<file path="config.mk">
export PLATFORM = sky130hd
export DESIGN_NAME = environment_alarm_manager_flat
export DESIGN_NICKNAME = d
export VERILOG_FILES = /design/src/hw/rtl/eam_pkg.sv /design/src/hw/rtl/eam_channels.sv /design/src/hw/rtl/environment_alarm_manager.sv /design/src/flat_wrapper.sv
export SDC_FILE = /design/constraint.sdc
export NUM_CORES = 1
export LEC_CHECK = 0
export BUFFER_PORTS_ARGS = -buffer_cell sky130_fd_sc_hd__buf_2
export CORE_MARGIN = 3
export CORE_UTILIZATION = 50
export CTS_BUF_LIST = sky130_fd_sc_hd__clkbuf_16
export DETAILED_ROUTE_END_ITERATION = 8
export GPL_TIMING_DRIVEN = 0
export PLACE_DENSITY_LB_ADDON = 0.15
export SYNTH_ARGS = -nofsm -noshare
export SYNTH_HDL_FRONTEND = slang
export SYNTH_SLANG_ARGS = --single-unit
</file>
<file path="constraint.sdc">
create_clock -name clk -period 23 [get_ports clk]
set_input_delay 1.15 -clock clk [delete_from_list [all_inputs] [get_ports clk]]
set_output_delay 1.15 -clock clk [all_outputs]
set_load 0.03 [all_outputs]
</file>
<file path="src/hw/rtl/eam_pkg.sv">
// ----------------------------------------------------------------------------
// eam_pkg
// Types and constants shared by the environment alarm manager and its channels.
// ----------------------------------------------------------------------------
package eam_pkg;

    localparam logic [2:0] OP_CHECK      = 3'd0;
    localparam logic [2:0] OP_RAISE      = 3'd1;
    localparam logic [2:0] OP_CLEAR_KIND = 3'd2;
    localparam logic [2:0] OP_CLEAR_ALL  = 3'd3;
    localparam logic [2:0] OP_SNOOZE     = 3'd4;
    localparam logic [2:0] OP_DISMISS    = 3'd5;
    localparam logic [2:0] OP_READ       = 3'd6;

    localparam logic [3:0] KIND_NONE         = 4'd0;
    localparam logic [3:0] KIND_SENSOR_FAIL  = 4'd1;
    localparam logic [3:0] KIND_CO2_CRITICAL = 4'd2;
    localparam logic [3:0] KIND_CO2_HIGH     = 4'd3;
    localparam logic [3:0] KIND_TEMP_HIGH    = 4'd4;
    localparam logic [3:0] KIND_TEMP_LOW     = 4'd5;
    localparam logic [3:0] KIND_HUM_HIGH     = 4'd6;
    localparam logic [3:0] KIND_HUM_LOW      = 4'd7;
    localparam logic [3:0] KIND_TURNING      = 4'd8;
    localparam logic [3:0] KIND_MISMATCH     = 4'd11;

    localparam logic [3:0] CFG_TARGET_TEMP = 4'd0;
    localparam logic [3:0] CFG_TEMP_TOL    = 4'd1;
    localparam logic [3:0] CFG_HUM_LOW     = 4'd2;
    localparam logic [3:0] CFG_HUM_HIGH    = 4'd3;
    localparam logic [3:0] CFG_CO2_HIGH    = 4'd4;
    localparam logic [3:0] CFG_CO2_CRIT    = 4'd5;
    localparam logic [3:0] CFG_MUTE_MS     = 4'd6;
    localparam logic [3:0] CFG_COOLDOWN_MS = 4'd7;

    localparam logic signed [11:0] RST_TARGET_TEMP = 12'sd375;
    localparam logic [8:0]         RST_TEMP_TOL    = 9'd5;
    localparam logic [9:0]         RST_HUM_LOW     = 10'd500;
    localparam logic [9:0]         RST_HUM_HIGH    = 10'd650;
    localparam logic [15:0]        RST_CO2_HIGH    = 16'd0;
    localparam logic [15:0]        RST_CO2_CRIT    = 16'd0;
    localparam logic [31:0]        RST_MUTE_MS     = 32'd300000;
    localparam logic [31:0]        RST_COOLDOWN_MS = 32'd5000;

    localparam logic [31:0] DISMISS_MS     = 32'd86400000;
    localparam logic [4:0]  HIST_COUNT_MAX = 5'd31;

    typedef struct packed {
        logic [2:0]         operation;
        logic [31:0]        now_ms;
        logic signed [11:0] temperature;
        logic [9:0]         humidity;
        logic               sensor_ok;
        logic [15:0]        co2_ppm;
        logic [3:0]         alarm_kind;
        logic [31:0]        snooze_ms;
        logic [3:0]         history_slot;
    } in_item_t;

    typedef struct packed {
        logic        alarm_active;
        logic [3:0]  active_kind;
        logic        mute_in_force;
        logic        speaker_on;
        logic        alarm_raised;
        logic [4:0]  history_count;
        logic [3:0]  history_kind;
        logic [31:0] history_time;
    } out_item_t;

    typedef struct packed {
        logic [3:0]  index;
        logic [31:0] data;
    } cfg_req_t;

endpackage

</file>
<file path="src/hw/rtl/eam_channels.sv">
// ----------------------------------------------------------------------------
// eam_channels
// Valid/ready channels for items, results and configuration requests.
// ----------------------------------------------------------------------------
interface eam_in_if;
    logic               valid;
    logic               ready;
    eam_pkg::in_item_t  payload;
    modport source (output valid, output payload, input ready);
    modport sink   (input valid, input payload, output ready);
endinterface

interface eam_out_if;
    logic               valid;
    logic               ready;
    eam_pkg::out_item_t payload;
    modport source (output valid, output payload, input ready);
    modport sink   (input valid, input payload, output ready);
endinterface

interface eam_cfg_if;
    logic               valid;
    logic               ready;
    eam_pkg::cfg_req_t  payload;
    modport source (output valid, output payload, input ready);
    modport sink   (input valid, input payload, output ready);
endinterface

</file>
<file path="src/hw/rtl/environment_alarm_manager.sv">
// ----------------------------------------------------------------------------
// environment_alarm_manager
// Priority alarm manager with mute handling and a history ring.
// ----------------------------------------------------------------------------
// Channels: item takes one request per handshake (check, raise, clear, clear
// all, snooze, dismiss, history read); result returns one status item per
// request; cfg writes one limit register per handshake and is always ready.
// A request is held in the input register and its status in the result
// register. Throughput is one request per cycle: the input register
// and the result register each take a new entry whenever the next one frees.
// History reads use one registered read port of the ring memory, which fills
// the result register's history fields in the same cycle as the status.
// Reset clears the alarm, the mute, the ring pointers and both valid flags
// and loads the register defaults; the ring contents are not cleared, and
// slots beyond the fill count read as zero.
// When the receiver stalls, the result holds; one more request is taken into
// the input register and then item.ready drops until the result is taken.
// ----------------------------------------------------------------------------
module environment_alarm_manager #(
    parameter int HISTORY_DEPTH = 16
) (
    input  logic      clk,
    input  logic      rst_n,
    eam_cfg_if.sink   cfg,
    eam_in_if.sink    item,
    eam_out_if.source result
);

    localparam int PTR_W  = $clog2(HISTORY_DEPTH);
    localparam int CNT_W  = $clog2(HISTORY_DEPTH + 1);
    localparam int CALC_W = ((CNT_W > 5) ? CNT_W : 5) + 1;
    localparam logic [PTR_W-1:0] PTR_LAST = PTR_W'(HISTORY_DEPTH - 1);
    localparam logic [CNT_W-1:0] FILL_MAX = CNT_W'(HISTORY_DEPTH);

    logic signed [11:0] target_temp_reg;
    logic [8:0]         temp_tol_reg;
    logic [9:0]         hum_low_reg;
    logic [9:0]         hum_high_reg;
    logic [15:0]        co2_high_reg;
    logic [15:0]        co2_crit_reg;
    logic [31:0]        mute_ms_reg;
    logic [31:0]        cooldown_reg;

    logic               a_valid_reg;
    eam_pkg::in_item_t  a_item_reg;
    logic               out_valid_reg;

    logic [3:0]         kind_reg, kind_next;
    logic               active_reg, active_next;
    logic [31:0]        last_raise_reg, last_raise_next;
    logic               mute_reg, mute_next;
    logic [31:0]        deadline_reg, deadline_next;
    logic [PTR_W-1:0]   wpos_reg, wpos_next;
    logic [CNT_W-1:0]   fill_reg, fill_next;

    logic               st_active_reg;
    logic [3:0]         st_kind_reg;
    logic               st_muted_reg;
    logic               st_raised_reg;
    logic [4:0]         st_count_reg;
    logic               hit_reg;
    logic [3:0]         hist_kind_reg;
    logic [31:0]        hist_time_reg;

    logic [3:0]         ring_kind_mem [HISTORY_DEPTH];
    logic [31:0]        ring_time_mem [HISTORY_DEPTH];

    logic               advance;
    logic               cooling;
    logic [3:0]         det_kind;
    logic [3:0]         raise_kind;
    logic               raise_en;
    logic               muted_now;
    logic               hit;
    logic [PTR_W-1:0]   rd_idx;
    logic [CALC_W-1:0]  back;
    logic [CALC_W-1:0]  wpos_ext;
    logic [CALC_W-1:0]  rd_diff;
    logic [CALC_W-1:0]  fill_ext;
    logic [4:0]         count_sat;
    logic signed [13:0] temp_ext;
    logic signed [13:0] temp_hi_lim;
    logic signed [13:0] temp_lo_lim;

    assign advance    = a_valid_reg && (!out_valid_reg || result.ready);
    assign item.ready = !a_valid_reg || advance;
    assign cfg.ready  = 1'b1;

    always_comb
    begin
        temp_ext    = 14'($signed(a_item_reg.temperature));
        temp_hi_lim = 14'(target_temp_reg) + $signed({5'b0, temp_tol_reg});
        temp_lo_lim = 14'(target_temp_reg) - $signed({5'b0, temp_tol_reg});
        cooling     = active_reg && ((a_item_reg.now_ms - last_raise_reg) < cooldown_reg);

        if (!a_item_reg.sensor_ok)
            det_kind = eam_pkg::KIND_SENSOR_FAIL;
        else if ((co2_crit_reg != 16'd0) && (a_item_reg.co2_ppm >= co2_crit_reg))
            det_kind = eam_pkg::KIND_CO2_CRITICAL;
        else if ((co2_high_reg != 16'd0) && (a_item_reg.co2_ppm >= co2_high_reg))
            det_kind = eam_pkg::KIND_CO2_HIGH;
        else if (temp_ext > temp_hi_lim)
            det_kind = eam_pkg::KIND_TEMP_HIGH;
        else if (temp_ext < temp_lo_lim)
            det_kind = eam_pkg::KIND_TEMP_LOW;
        else if (a_item_reg.humidity > hum_high_reg)
            det_kind = eam_pkg::KIND_HUM_HIGH;
        else if (a_item_reg.humidity < hum_low_reg)
            det_kind = eam_pkg::KIND_HUM_LOW;
        else
            det_kind = eam_pkg::KIND_NONE;
    end

    always_comb
    begin
        back     = CALC_W'(a_item_reg.history_slot) + CALC_W'(1);
        wpos_ext = CALC_W'(wpos_reg);
        if (wpos_ext >= back)
            rd_diff = wpos_ext - back;
        else
            rd_diff = wpos_ext + CALC_W'(HISTORY_DEPTH) - back;
        rd_idx = rd_diff[PTR_W-1:0];
        hit    = (a_item_reg.operation == eam_pkg::OP_READ)
              && (CALC_W'(a_item_reg.history_slot) < CALC_W'(fill_reg));
    end

    always_comb
    begin
        kind_next       = kind_reg;
        active_next     = active_reg;
        last_raise_next = last_raise_reg;
        mute_next       = mute_reg;
        deadline_next   = deadline_reg;
        raise_en        = 1'b0;
        raise_kind      = a_item_reg.alarm_kind;

        case (a_item_reg.operation)
            eam_pkg::OP_CHECK:
            begin
                if (!cooling)
                begin
                    if (det_kind != eam_pkg::KIND_NONE)
                    begin
                        raise_en   = 1'b1;
                        raise_kind = det_kind;
                    end
                    else if (active_reg && !(kind_reg inside
                             {[eam_pkg::KIND_TURNING:eam_pkg::KIND_MISMATCH]}))
                    begin
                        kind_next   = eam_pkg::KIND_NONE;
                        active_next = 1'b0;
                        mute_next   = 1'b0;
                    end
                end
            end
            eam_pkg::OP_RAISE:
            begin
                raise_en = a_item_reg.alarm_kind inside
                           {[eam_pkg::KIND_SENSOR_FAIL:eam_pkg::KIND_MISMATCH]};
            end
            eam_pkg::OP_CLEAR_KIND:
            begin
                if (kind_reg == a_item_reg.alarm_kind)
                begin
                    kind_next   = eam_pkg::KIND_NONE;
                    active_next = 1'b0;
                end
            end
            eam_pkg::OP_CLEAR_ALL:
            begin
                kind_next   = eam_pkg::KIND_NONE;
                active_next = 1'b0;
                mute_next   = 1'b0;
            end
            eam_pkg::OP_SNOOZE:
            begin
                if (active_reg)
                begin
                    mute_next     = 1'b1;
                    deadline_next = a_item_reg.now_ms + ((a_item_reg.snooze_ms == 32'd0)
                                    ? mute_ms_reg : a_item_reg.snooze_ms);
                end
            end
            eam_pkg::OP_DISMISS:
            begin
                if (active_reg)
                begin
                    kind_next     = eam_pkg::KIND_NONE;
                    active_next   = 1'b0;
                    mute_next     = 1'b1;
                    deadline_next = a_item_reg.now_ms + eam_pkg::DISMISS_MS;
                end
            end
            default:
            begin
            end
        endcase

        wpos_next = wpos_reg;
        fill_next = fill_reg;
        if (raise_en)
        begin
            kind_next       = raise_kind;
            active_next     = 1'b1;
            last_raise_next = a_item_reg.now_ms;
            wpos_next       = (wpos_reg == PTR_LAST) ? '0 : wpos_reg + PTR_W'(1);
            if (fill_reg < FILL_MAX)
                fill_next = fill_reg + CNT_W'(1);
            if (kind_reg != raise_kind)
                mute_next = 1'b0;
        end

        muted_now = mute_next && (a_item_reg.now_ms < deadline_next);
        fill_ext  = CALC_W'(fill_next);
        count_sat = (fill_ext > CALC_W'(eam_pkg::HIST_COUNT_MAX))
                  ? eam_pkg::HIST_COUNT_MAX : fill_ext[4:0];
    end

    always_ff @(posedge clk or negedge rst_n)
    begin
        if (!rst_n)
        begin
            target_temp_reg <= eam_pkg::RST_TARGET_TEMP;
            temp_tol_reg    <= eam_pkg::RST_TEMP_TOL;
            hum_low_reg     <= eam_pkg::RST_HUM_LOW;
            hum_high_reg    <= eam_pkg::RST_HUM_HIGH;
            co2_high_reg    <= eam_pkg::RST_CO2_HIGH;
            co2_crit_reg    <= eam_pkg::RST_CO2_CRIT;
            mute_ms_reg     <= eam_pkg::RST_MUTE_MS;
            cooldown_reg    <= eam_pkg::RST_COOLDOWN_MS;
        end
        else if (cfg.valid)
        begin
            case (cfg.payload.index)
                eam_pkg::CFG_TARGET_TEMP: target_temp_reg <= $signed(cfg.payload.data[11:0]);
                eam_pkg::CFG_TEMP_TOL:    temp_tol_reg    <= cfg.payload.data[8:0];
                eam_pkg::CFG_HUM_LOW:     hum_low_reg     <= cfg.payload.data[9:0];
                eam_pkg::CFG_HUM_HIGH:    hum_high_reg    <= cfg.payload.data[9:0];
                eam_pkg::CFG_CO2_HIGH:    co2_high_reg    <= cfg.payload.data[15:0];
                eam_pkg::CFG_CO2_CRIT:    co2_crit_reg    <= cfg.payload.data[15:0];
                eam_pkg::CFG_MUTE_MS:     mute_ms_reg     <= cfg.payload.data;
                eam_pkg::CFG_COOLDOWN_MS: cooldown_reg    <= cfg.payload.data;
                default:
                begin
                end
            endcase
        end
    end

    always_ff @(posedge clk or negedge rst_n)
    begin
        if (!rst_n)
        begin
            a_valid_reg    <= 1'b0;
            out_valid_reg  <= 1'b0;
            kind_reg       <= eam_pkg::KIND_NONE;
            active_reg     <= 1'b0;
            last_raise_reg <= '0;
            mute_reg       <= 1'b0;
            deadline_reg   <= '0;
            wpos_reg       <= '0;
            fill_reg       <= '0;
        end
        else
        begin
            if (item.valid && item.ready)
                a_valid_reg <= 1'b1;
            else if (advance)
                a_valid_reg <= 1'b0;

            if (advance)
                out_valid_reg <= 1'b1;
            else if (result.ready)
                out_valid_reg <= 1'b0;

            if (advance)
            begin
                kind_reg       <= kind_next;
                active_reg     <= active_next;
                last_raise_reg <= last_raise_next;
                mute_reg       <= mute_next;
                deadline_reg   <= deadline_next;
                wpos_reg       <= wpos_next;
                fill_reg       <= fill_next;
            end
        end
    end

    always_ff @(posedge clk)
    begin
        if (item.valid && item.ready)
            a_item_reg <= item.payload;
        if (advance)
        begin
            st_active_reg <= active_next;
            st_kind_reg   <= kind_next;
            st_muted_reg  <= muted_now;
            st_raised_reg <= raise_en;
            st_count_reg  <= count_sat;
            hit_reg       <= hit;
        end
    end

    always_ff @(posedge clk)
    begin
        if (advance && raise_en)
        begin
            ring_kind_mem[wpos_reg] <= raise_kind;
            ring_time_mem[wpos_reg] <= a_item_reg.now_ms;
        end
        if (advance)
        begin
            hist_kind_reg <= ring_kind_mem[rd_idx];
            hist_time_reg <= ring_time_mem[rd_idx];
        end
    end

    always_comb
    begin
        result.valid                 = out_valid_reg;
        result.payload.alarm_active  = st_active_reg;
        result.payload.active_kind   = st_kind_reg;
        result.payload.mute_in_force = st_muted_reg;
        result.payload.speaker_on    = st_active_reg && !st_muted_reg;
        result.payload.alarm_raised  = st_raised_reg;
        result.payload.history_count = st_count_reg;
        result.payload.history_kind  = hit_reg ? hist_kind_reg : eam_pkg::KIND_NONE;
        result.payload.history_time  = hit_reg ? hist_time_reg : 32'd0;
    end

endmodule

</file>
<file path="src/flat_wrapper.sv">
// flat-port wrapper written by rule: the top's interface ports become plain ports
module environment_alarm_manager_flat 
#(
    parameter int HISTORY_DEPTH = 16
)
  (clk, rst_n, cfg_valid, cfg_payload, cfg_ready, item_valid, item_payload, item_ready, result_valid, result_payload, result_ready);
  eam_cfg_if cfg_i ();
  eam_in_if item_i ();
  eam_out_if result_i ();
  input  logic clk;
  input  logic rst_n;
  input wire logic [$bits(cfg_i.valid)-1:0] cfg_valid;
  input wire logic [$bits(cfg_i.payload)-1:0] cfg_payload;
  output wire logic [$bits(cfg_i.ready)-1:0] cfg_ready;
  input wire logic [$bits(item_i.valid)-1:0] item_valid;
  input wire logic [$bits(item_i.payload)-1:0] item_payload;
  output wire logic [$bits(item_i.ready)-1:0] item_ready;
  output wire logic [$bits(result_i.valid)-1:0] result_valid;
  output wire logic [$bits(result_i.payload)-1:0] result_payload;
  input wire logic [$bits(result_i.ready)-1:0] result_ready;
  assign cfg_i.valid = cfg_valid;
  assign cfg_i.payload = cfg_payload;
  assign cfg_ready = cfg_i.ready;
  assign item_i.valid = item_valid;
  assign item_i.payload = item_payload;
  assign item_ready = item_i.ready;
  assign result_valid = result_i.valid;
  assign result_payload = result_i.payload;
  assign result_i.ready = result_ready;
  environment_alarm_manager #(.HISTORY_DEPTH(HISTORY_DEPTH)) u_core (.clk(clk), .rst_n(rst_n), .cfg(cfg_i), .item(item_i), .result(result_i));
endmodule
</file>
==> results of run 1 <==
path summary, 6_finish.rpt:
check,start,end,slack [ps],cells after the start
hold reg to reg,u_core.deadline_reg[17],u_core.deadline_reg[17],490,2
max in group asynchronous,rst_n,u_core.mute_ms_reg[18],21500,3
hold / removal,rst_n,u_core.co2_high_reg[2],260,1
min in group clk,u_core.deadline_reg[17],u_core.deadline_reg[17],490,2
setup reg to reg,u_core.a_item_reg[79],u_core.st_muted_reg,14950,27
setup / recovery,u_core.a_item_reg[79],u_core.st_muted_reg,14950,27
layout make-up:
| cell class | instances | area [µm²] | share of cell area (%) |
|---|---|---|---|
| multi-input combinational | 1716 | 15280 | 30.45 |
| sequential | 957 | 27690 | 55.16 |
| clock inverter | 85 | 748.2 | 1.491 |
| tap | 1155 | 1445 | 2.879 |
| clock buffer | 96 | 2402 | 4.786 |
| timing repair buffer | 232 | 1553 | 3.093 |
| buffer | 101 | 415.4 | 0.8276 |
| antenna | 1 | 2.502 | 0.004985 |
| inverter | 175 | 656.9 | 1.309 |
stage by stage:
stage          worst slack (ps)  utilization (%)  std cells  power, mW
5_1_grt                   14420            57.68       4517      6.202
3_3_place_gp              10730            53.39       4309      4.307
3_5_place_dp              14430            54.05       4336      4.377
4_1_cts                   14420            57.67       4517      5.935
2_1_floorplan             15180                -       2949      3.756
6_report                  14950            57.68       4518      5.874
routing by layer:
layer	track usage (%)	vias up	wire length, µm
li1	-	11930	-
met1	32.18	13290	46070
met2	41.71	764	54540
met3	2.877	185	5480
met4	6.602	0	2793
met5	0	-	0
cells by family (layout without fill, tap and decap cells):
kind of cell    after synthesis  count (layout)  share of synthesized area, %
xor+xnor                    104             104                         2.070
other cells                   1               2                      0.008524
simple gates                547             547                         6.083
compound gates              558             558                         8.174
buf+inv                     276             689                         2.429
fa+ha+maj                   236             236                         6.797
mux                         270             270                         11.51
flops                       957             957                         62.93
synth_stat cells (22+ instances only):
library cell | count | area [µm²]
xnor2_1 | 70 | 613.1
o21ai_0 | 177 | 885.9
inv_1 | 175 | 656.9
mux2_2 | 86 | 968.4
nand3_1 | 36 | 180.2
dfstp_2 | 32 | 840.8
a21o_1 | 75 | 563.0
and2_1 | 51 | 319.1
ha_1 | 231 | 2890
nand4_1 | 25 | 156.4
xor2_1 | 34 | 297.8
mux4_2 | 180 | 4054
nor4_1 | 22 | 137.6
a21oi_1 | 129 | 645.6
clkbuf_1 | 85 | 319.1
nor2_1 | 89 | 334.1
nand2b_1 | 27 | 168.9
edfxtp_1 | 739 | 22190
dfrtp_1 | 186 | 4654
nand2_1 | 207 | 777.0
nor2b_1 | 22 | 137.6
worst register-to-register path, cell delays in order (launching register included):
cell and delay [ps]:
edfxtp_1 760, inv_1 160, ha_1 150, inv_1 60, fa_1 400, a21o_1 170
a21oi_1 220, nor2b_1 90, nor3_1 270, o2111ai_1 270, a221oi_1 430, o21ai_1 250
a21oi_1 260, nor2_1 90, a31oi_1 230, xnor2_1 150, ha_1 280, nand4_2 130
inv_1 60, a2111oi_1 460, o211ai_1 150, o21bai_2 300, and2_1 210, buf_4 160
a21oi_2 810, xnor2_1 210, nand4_1 190, a2111oi_2 820
power by group through the flow:
| stage | registers [mW] | clock network, mW | logic [mW] |
|---|---|---|---|
| 3_3_place_gp | 2.26 | 0 | 2.05 |
| 2_1_floorplan | 2.22 | 0 | 1.53 |
| 4_1_cts | 2.23 | 1.58 | 2.13 |
| 6_report | 2.23 | 1.55 | 2.09 |
| 5_1_grt | 2.25 | 1.65 | 2.30 |
| 3_5_place_dp | 2.26 | 0 | 2.12 |
==> impl_metrics.prom, run 1 <==
# TYPE chip_impl_metric gauge
chip_impl_metric{name="worstPathMaxFanout",unit=""} 21
chip_impl_metric{name="fp.coreArea",unit="µm²"} 87020
chip_impl_metric{name="grt_antenna_before_repair",unit=""} 3
chip_impl_metric{name="yosys.cell_types.count",unit=""} 91
chip_impl_metric{name="post_synth_instance_area",unit="µm²"} 43990
chip_impl_metric{name="die-height",unit="µm"} 302.6
chip_impl_metric{name="vdd.ir_drop.worst",unit="V"} 0.00007236
chip_impl_metric{name="switching_power",unit="mW"} 1.913
chip_impl_metric{name="asyncSetResetFlopFracSynth",unit="%"} 22.78
chip_impl_metric{name="numCtsBuffers",unit=""} 96
chip_impl_metric{name="postSynthNetCount",unit=""} 3340
chip_impl_metric{name="floorplan.die.width",unit="µm"} 302.6
chip_impl_metric{name="first_global_vias",unit=""} 27240
chip_impl_metric{name="grt-ovfl-total",unit=""} 0
chip_impl_metric{name="placementRows",unit=""} 108
chip_impl_info{name="path_class",value="flop to flop"} 1
chip_impl_info{name="tritoncts_clock_tree",value="yes"} 1
chip_impl_metric{name="syn-instance-count",unit=""} 2949
chip_impl_metric{name="pin_count_of_the_biggest_net_entering_global_routing",unit=""} 117
chip_impl_info{name="worstHoldPathType",value="input port to async pin"} 1
chip_impl_metric{name="final_period_minus_worst_setup_slack",unit="ps"} 8047
chip_impl_metric{name="gp_weighted_congestion",unit=""} 0.8821
chip_impl_metric{name="drt-total-wl",unit="µm"} 108900
chip_impl_metric{name="clk_transition_reported_paths",unit="ps"} 60
chip_impl_metric{name="seq_area_frac_synth",unit="%"} 62.93
chip_impl_metric{name="comb_power_share",unit="%"} 35.6
chip_impl_metric{name="tightestPinTransition",unit="ps"} 1115
chip_impl_metric{name="postCtsResizedCells",unit=""} 0
chip_impl_metric{name="clkLatencyLatePin",unit="ps"} 680
chip_impl_metric{name="number_of_slew_limit_violations_in_the_final_report",unit=""} 0
chip_impl_metric{name="total_i_o_pin_count",unit=""} 207
chip_impl_info{name="timing.critical_path.max_delay_family",value="compound AO/OA/AOI/OAI gates"} 1
chip_impl_info{name="mostFrequentLayoutCell",value="edfxtp_1"} 1
chip_impl_info{name="timing.critical_path.to_type",value="flop"} 1
chip_impl_metric{name="post_synth_edffs",unit=""} 739
chip_impl_metric{name="finalClockSkew",unit="ps"} 42.91
chip_impl_metric{name="relative_contribution_of_sequential_cells_to_total_power",unit="%"} 37.9
chip_impl_metric{name="critical_path_arrival",unit="ps"} 8400
chip_impl_info{name="crit_path_frequent_cell",value="inv_1"} 1
chip_impl_info{name="ys.flop_type",value="edfxtp_1"} 1
chip_impl_metric{name="design.final.nets",unit=""} 3670
chip_impl_metric{name="place_hpwl",unit="µm"} 76540
chip_impl_metric{name="clock_tree.htree_level_count",unit=""} 3
chip_impl_metric{name="postPlaceCellArea",unit="µm²"} 47040
chip_impl_metric{name="maxClockFrequency",unit="MHz"} 124.3
chip_impl_info{name="mostFrequentLayoutCells",value="edfxtp_1, ha_1, buf_2, nand2_1, inv_1"} 1
chip_impl_metric{name="detailroute.via_count",unit=""} 26170
chip_impl_metric{name="p_leak",unit="nW"} 18.93
chip_impl_metric{name="design_area",unit="µm²"} 50190
chip_impl_metric{name="hold_viol_final",unit=""} 0
chip_impl_metric{name="fillerInstances",unit=""} 6867
chip_impl_metric{name="global_route_wire_length_before_repair",unit="µm"} 164400
chip_impl_metric{name="port_buffers",unit=""} 205
chip_impl_metric{name="drtAntennaViolNets",unit=""} 0
chip_impl_metric{name="tritoncts_num_sinks",unit=""} 957
chip_impl_metric{name="detailed_route_drc_error_count",unit=""} 0
chip_impl_metric{name="cp_data_required_time",unit="ps"} 23350
chip_impl_metric{name="drt_iter0_markers",unit=""} 2108
chip_impl_metric{name="flow.area_growth_from_synthesis",unit="%"} 14.09
chip_impl_metric{name="crit_path_max_incr_delay",unit="ps"} 820
chip_impl_metric{name="largest_reg_flops",unit=""} 512
chip_impl_metric{name="firstDrtPassIters",unit=""} 7
chip_impl_metric{name="yosys_warnings",unit=""} 0
chip_impl_metric{name="worst-path-buf-inv",unit=""} 4
chip_impl_metric{name="timing.slew.headroom",unit="%"} 25.01
chip_impl_metric{name="setup_tns",unit="ps"} 0
chip_impl_metric{name="post_route_cells_drive_above_1_share",unit="%"} 21.68
chip_impl_info{name="status",value="finished, final reports clean"} 1
chip_impl_metric{name="ys_ff_latch",unit=""} 957
chip_impl_metric{name="cell_internal_pwr",unit="mW"} 3.961
chip_impl_metric{name="mean_instance_size_in_the_synthesized_netlist",unit="µm²"} 14.92
chip_impl_metric{name="wl_per_cell",unit="µm"} 24.10
chip_impl_metric{name="clock_tree.buffer_depth",unit=""} 3
chip_impl_metric{name="initial_utilization",unit="%"} 50.55
chip_impl_info{name="startpoint_type",value="flop"} 1
chip_impl_metric{name="power_density",unit="nW/µm²"} 117.0
chip_impl_metric{name="viasPerCell",unit=""} 5.792
chip_impl_metric{name="min_period_over_period",unit="%"} 34.99
chip_impl_metric{name="cts.repair_timing.setup_buffer_count",unit=""} 0
chip_impl_metric{name="power.switching_fraction",unit="%"} 32.57
chip_impl_metric{name="hold_buffers",unit=""} 0
chip_impl_metric{name="globalRouteTotalUtil",unit="%"} 24.01
chip_impl_info{name="rsz0062_at_grt",value="no"} 1
chip_impl_metric{name="report.final.setup_viol",unit=""} 0
chip_impl_info{name="cpMaxStageDelayCell",value="a2111oi_2"} 1
chip_impl_info{name="clock_tree.root_cell",value="clkbuf_16"} 1
chip_impl_metric{name="pwr-share-clk",unit="%"} 26.4
chip_impl_metric{name="floorplan.die_area",unit="µm²"} 91580
chip_impl_metric{name="cap_violations",unit=""} 0
chip_impl_metric{name="worst_hold_slack",unit="ps"} 256.8
Note: power is estimated with default switching activity, not from simulation.
==> inputs of run 2 (changes only) <==
==> constraint.sdc (replaced) <==
create_clock -name clk -period 8.3 [get_ports clk]
set_input_delay 0.415 -clock clk [delete_from_list [all_inputs] [get_ports clk]]
set_output_delay 0.415 -clock clk [all_outputs]
set_load 0.03 [all_outputs]
==> run 2 against run 1 <==
Effect of this change: setup slack got worse by 15000 ps; sequential share of layout area decreased by 1.4 points; clock power increased to 2.8 times the previous value; sequential cell count unchanged; fmax increased by 1.9%; critical path depth unchanged.
==> impl_metrics.prom, run 2 (synthesis gave the netlist of run 1 again) <==
# TYPE chip_impl_metric gauge
chip_impl_metric{name="design.final.nets",unit=""} 3801
chip_impl_info{name="path_class",value="flop to flop"} 1
chip_impl_metric{name="worst_hold_slack",unit="ps"} 32.25
chip_impl_metric{name="initial_utilization",unit="%"} 50.55
chip_impl_metric{name="timing.reg2reg.setup_slack",unit="ps"} 410
chip_impl_metric{name="grt_antenna_before_repair",unit=""} 3
chip_impl_metric{name="tritoncts_num_sinks",unit=""} 957
chip_impl_metric{name="report.final.setup_viol",unit=""} 0
chip_impl_metric{name="stdcell_count",unit=""} 4648
chip_impl_metric{name="p_leak",unit="nW"} 19.48
chip_impl_metric{name="viasPerCell",unit=""} 5.744
chip_impl_metric{name="fillerInstances",unit=""} 6709
chip_impl_info{name="cpMaxStageDelayCell",value="and4_2"} 1
chip_impl_metric{name="numCtsBuffers",unit=""} 96
chip_impl_metric{name="pin_count_of_the_biggest_net_entering_global_routing",unit=""} 117
chip_impl_info{name="clock_tree.root_cell",value="clkbuf_16"} 1
chip_impl_metric{name="placementRows",unit=""} 108
chip_impl_info{name="status",value="finished, final reports clean"} 1
chip_impl_metric{name="worstPathMaxFanout",unit=""} 21
chip_impl_metric{name="firstDrtPassIters",unit=""} 5
chip_impl_info{name="crit_path_frequent_cell",value="a21oi_1"} 1
chip_impl_metric{name="final_util",unit="%"} 59.20
chip_impl_metric{name="first_global_vias",unit=""} 27880
chip_impl_metric{name="maxClockFrequency",unit="MHz"} 126.7
chip_impl_info{name="regToRegEndpoint",value="u_core.ring_time_mem[13][11]"} 1
chip_impl_metric{name="post_route_cells_drive_above_1_share",unit="%"} 20.90
chip_impl_metric{name="wl_per_cell",unit="µm"} 23.67
chip_impl_metric{name="grt.met3_usage",unit="%"} 2.884
chip_impl_metric{name="finalClockSkew",unit="ps"} 38.48
chip_impl_metric{name="vdd.ir_drop.worst",unit="V"} 0.0002019
chip_impl_metric{name="detailroute.via_count",unit=""} 26700
chip_impl_metric{name="antenna_cells_inserted",unit=""} 0
chip_impl_metric{name="hold_viol_final",unit=""} 0
chip_impl_info{name="critPathLaunch",value="u_core.a_item_reg[79]"} 1
chip_impl_info{name="hold_path_end",value="u_core.a_item_reg[0]"} 1
chip_impl_metric{name="reg2regPathDepth",unit=""} 27
chip_impl_metric{name="globalRouteTotalUtil",unit="%"} 24.36
chip_impl_metric{name="hold_depth",unit=""} 1
chip_impl_metric{name="clock_tree.buffer_depth",unit=""} 3
chip_impl_metric{name="number_of_slew_limit_violations_in_the_final_report",unit=""} 0
chip_impl_metric{name="global_route_wire_length_before_repair",unit="µm"} 167100
chip_impl_metric{name="min_period_over_period",unit="%"} 95.10
chip_impl_metric{name="final_period_minus_worst_setup_slack",unit="ps"} 7893
chip_impl_metric{name="crit_path_max_incr_delay",unit="ps"} 870
chip_impl_metric{name="clk_transition_reported_paths",unit="ps"} 60
chip_impl_metric{name="drtAntennaViolNets",unit=""} 0
chip_impl_info{name="hold_path_startpoint",value="item_payload[0]"} 1
chip_impl_info{name="globalRoute.busiestLayer",value="met2"} 1
chip_impl_metric{name="floorplan.die.width",unit="µm"} 302.6
chip_impl_metric{name="grt_util_met1",unit="%"} 32.40
chip_impl_metric{name="timing.slew.headroom",unit="%"} 24.42
chip_impl_metric{name="critical_path_arrival",unit="ps"} 8240
chip_impl_metric{name="cap_violations",unit=""} 0
chip_impl_metric{name="clock_tree.htree_level_count",unit=""} 3
chip_impl_metric{name="grt-ovfl-total",unit=""} 0
chip_impl_metric{name="largest_reg_flops",unit=""} 512
chip_impl_info{name="tritoncts_clock_tree",value="yes"} 1
chip_impl_metric{name="numPlacedInstances",unit=""} 4336
chip_impl_metric{name="cts.repair_timing.setup_buffer_count",unit=""} 0
chip_impl_info{name="timing.critical_path.to_type",value="flop"} 1
chip_impl_metric{name="total_i_o_pin_count",unit=""} 207
chip_impl_metric{name="port_buffers",unit=""} 205
chip_impl_metric{name="tightestPinTransition",unit="ps"} 1134
chip_impl_info{name="worstHoldPathType",value="input port to flop"} 1
chip_impl_info{name="reg2reg_from",value="u_core.a_item_reg[79]"} 1
chip_impl_metric{name="use_met2",unit="%"} 42.54
chip_impl_metric{name="drt-total-wl",unit="µm"} 110000
chip_impl_metric{name="gp_weighted_congestion",unit=""} 0.8821
chip_impl_metric{name="detailed_route_drc_error_count",unit=""} 0
chip_impl_metric{name="postPlaceCellArea",unit="µm²"} 47040
chip_impl_metric{name="flow.area_growth_from_synthesis",unit="%"} 17.10
chip_impl_info{name="rsz0062_at_grt",value="yes"} 1
chip_impl_info{name="mostFrequentLayoutCells",value="edfxtp_1, ha_1, buf_2, nand2_1, inv_1"} 1
chip_impl_metric{name="place_hpwl",unit="µm"} 76540
chip_impl_metric{name="power_density",unit="nW/µm²"} 316.8
chip_impl_metric{name="floorplan.die_area",unit="µm²"} 91580
chip_impl_metric{name="die-height",unit="µm"} 302.6
chip_impl_metric{name="drt_iter0_markers",unit=""} 2119
chip_impl_metric{name="clkLatencyLatePin",unit="ps"} 680
chip_impl_info{name="startpoint_type",value="flop"} 1
chip_impl_info{name="mostFrequentLayoutCell",value="edfxtp_1"} 1
chip_impl_metric{name="cp_data_required_time",unit="ps"} 8650
chip_impl_metric{name="design_area",unit="µm²"} 51520
chip_impl_metric{name="fp.coreArea",unit="µm²"} 87020
-- run 2: changes by cell type in the layout (fill, tap and decap cells not counted), sizes merged --
cell and change:
diode -1, dlygate4sd3 +131
-- run 2: worst max-delay path by stage --
stage	endpoint	slack, ps	cells after the start
finish	u_core.ring_time_mem[13][11]	410	27
CTS	u_core.st_muted_reg	200	27
global route	u_core.ring_time_mem[0][14]	-0.8	27
floorplan	u_core.ring_kind_mem[15][0]	480	25
detailed placement	u_core.st_muted_reg	-270	27
global placement	u_core.ring_time_mem[15][26]	-3970	25
-- run 2: timing repair --
action / 4_1_cts / 5_1_grt
endpoints found under the setup margin: 1 / 5
hold buffers: 131 / 0
gates resized for setup: 1 / 4
cloned: 0 / 0
hold endpoints to repair: 237 / 0
-- run 2: area by class of cell --
| cell class | count | area, µm² | share of cell area (%) |
|---|---|---|---|
| clock inverter | 85 | 748.2 | 1.452 |
| tap | 1155 | 1445 | 2.805 |
| sequential | 957 | 27690 | 53.74 |
| inverter | 175 | 656.9 | 1.275 |
| clock buffer | 96 | 2402 | 4.663 |
| multi-input combinational | 1716 | 15300 | 29.70 |
| buffer | 101 | 415.4 | 0.8063 |
| timing repair buffer | 363 | 2864 | 5.559 |
-- run 2: stage by stage --
stage                     total power [mW]  TNS, ps  setup WS [ps]
after floorplan                      10.41        0          476.8
after global placement               11.93  -362550          -3972
after detailed placement             12.13   -271.0         -271.0
after CTS                            16.49        0          198.5
after global routing                 17.24  -0.7736        -0.7736
final                                16.32        0          407.0
-- run 2: report_power, final --
| part | switching [mW] | total, mW | leakage (nW) | internal [mW] |
|---|---|---|---|---|
| Combinational | 3.09 | 5.85 | 8.49 | 2.76 |
| Clock | 1.89 | 4.30 | 1.61 | 2.41 |
| Sequential | 0.327 | 6.18 | 9.38 | 5.85 |
| Total | 5.31 | 16.3 | 19.5 | 11.0 |
-- run 2: worst max-delay path: cells and delay by family, from the launching register on --
kind,cells,cell delay (ps)
AO/OA/AOI/OAI,10,2340
XOR/XNOR,1,100
adder cells (fa/ha/maj),3,870
buffers and inverters,5,1090
flip-flops,1,770
AND/OR/NAND/NOR,8,2390
-- run 2: routing by layer --
layer,vias up,wire length (µm)
met5,-,0
met4,0,2970
met3,200,5927
met2,807,55350
met1,13500,45790
li1,12190,-
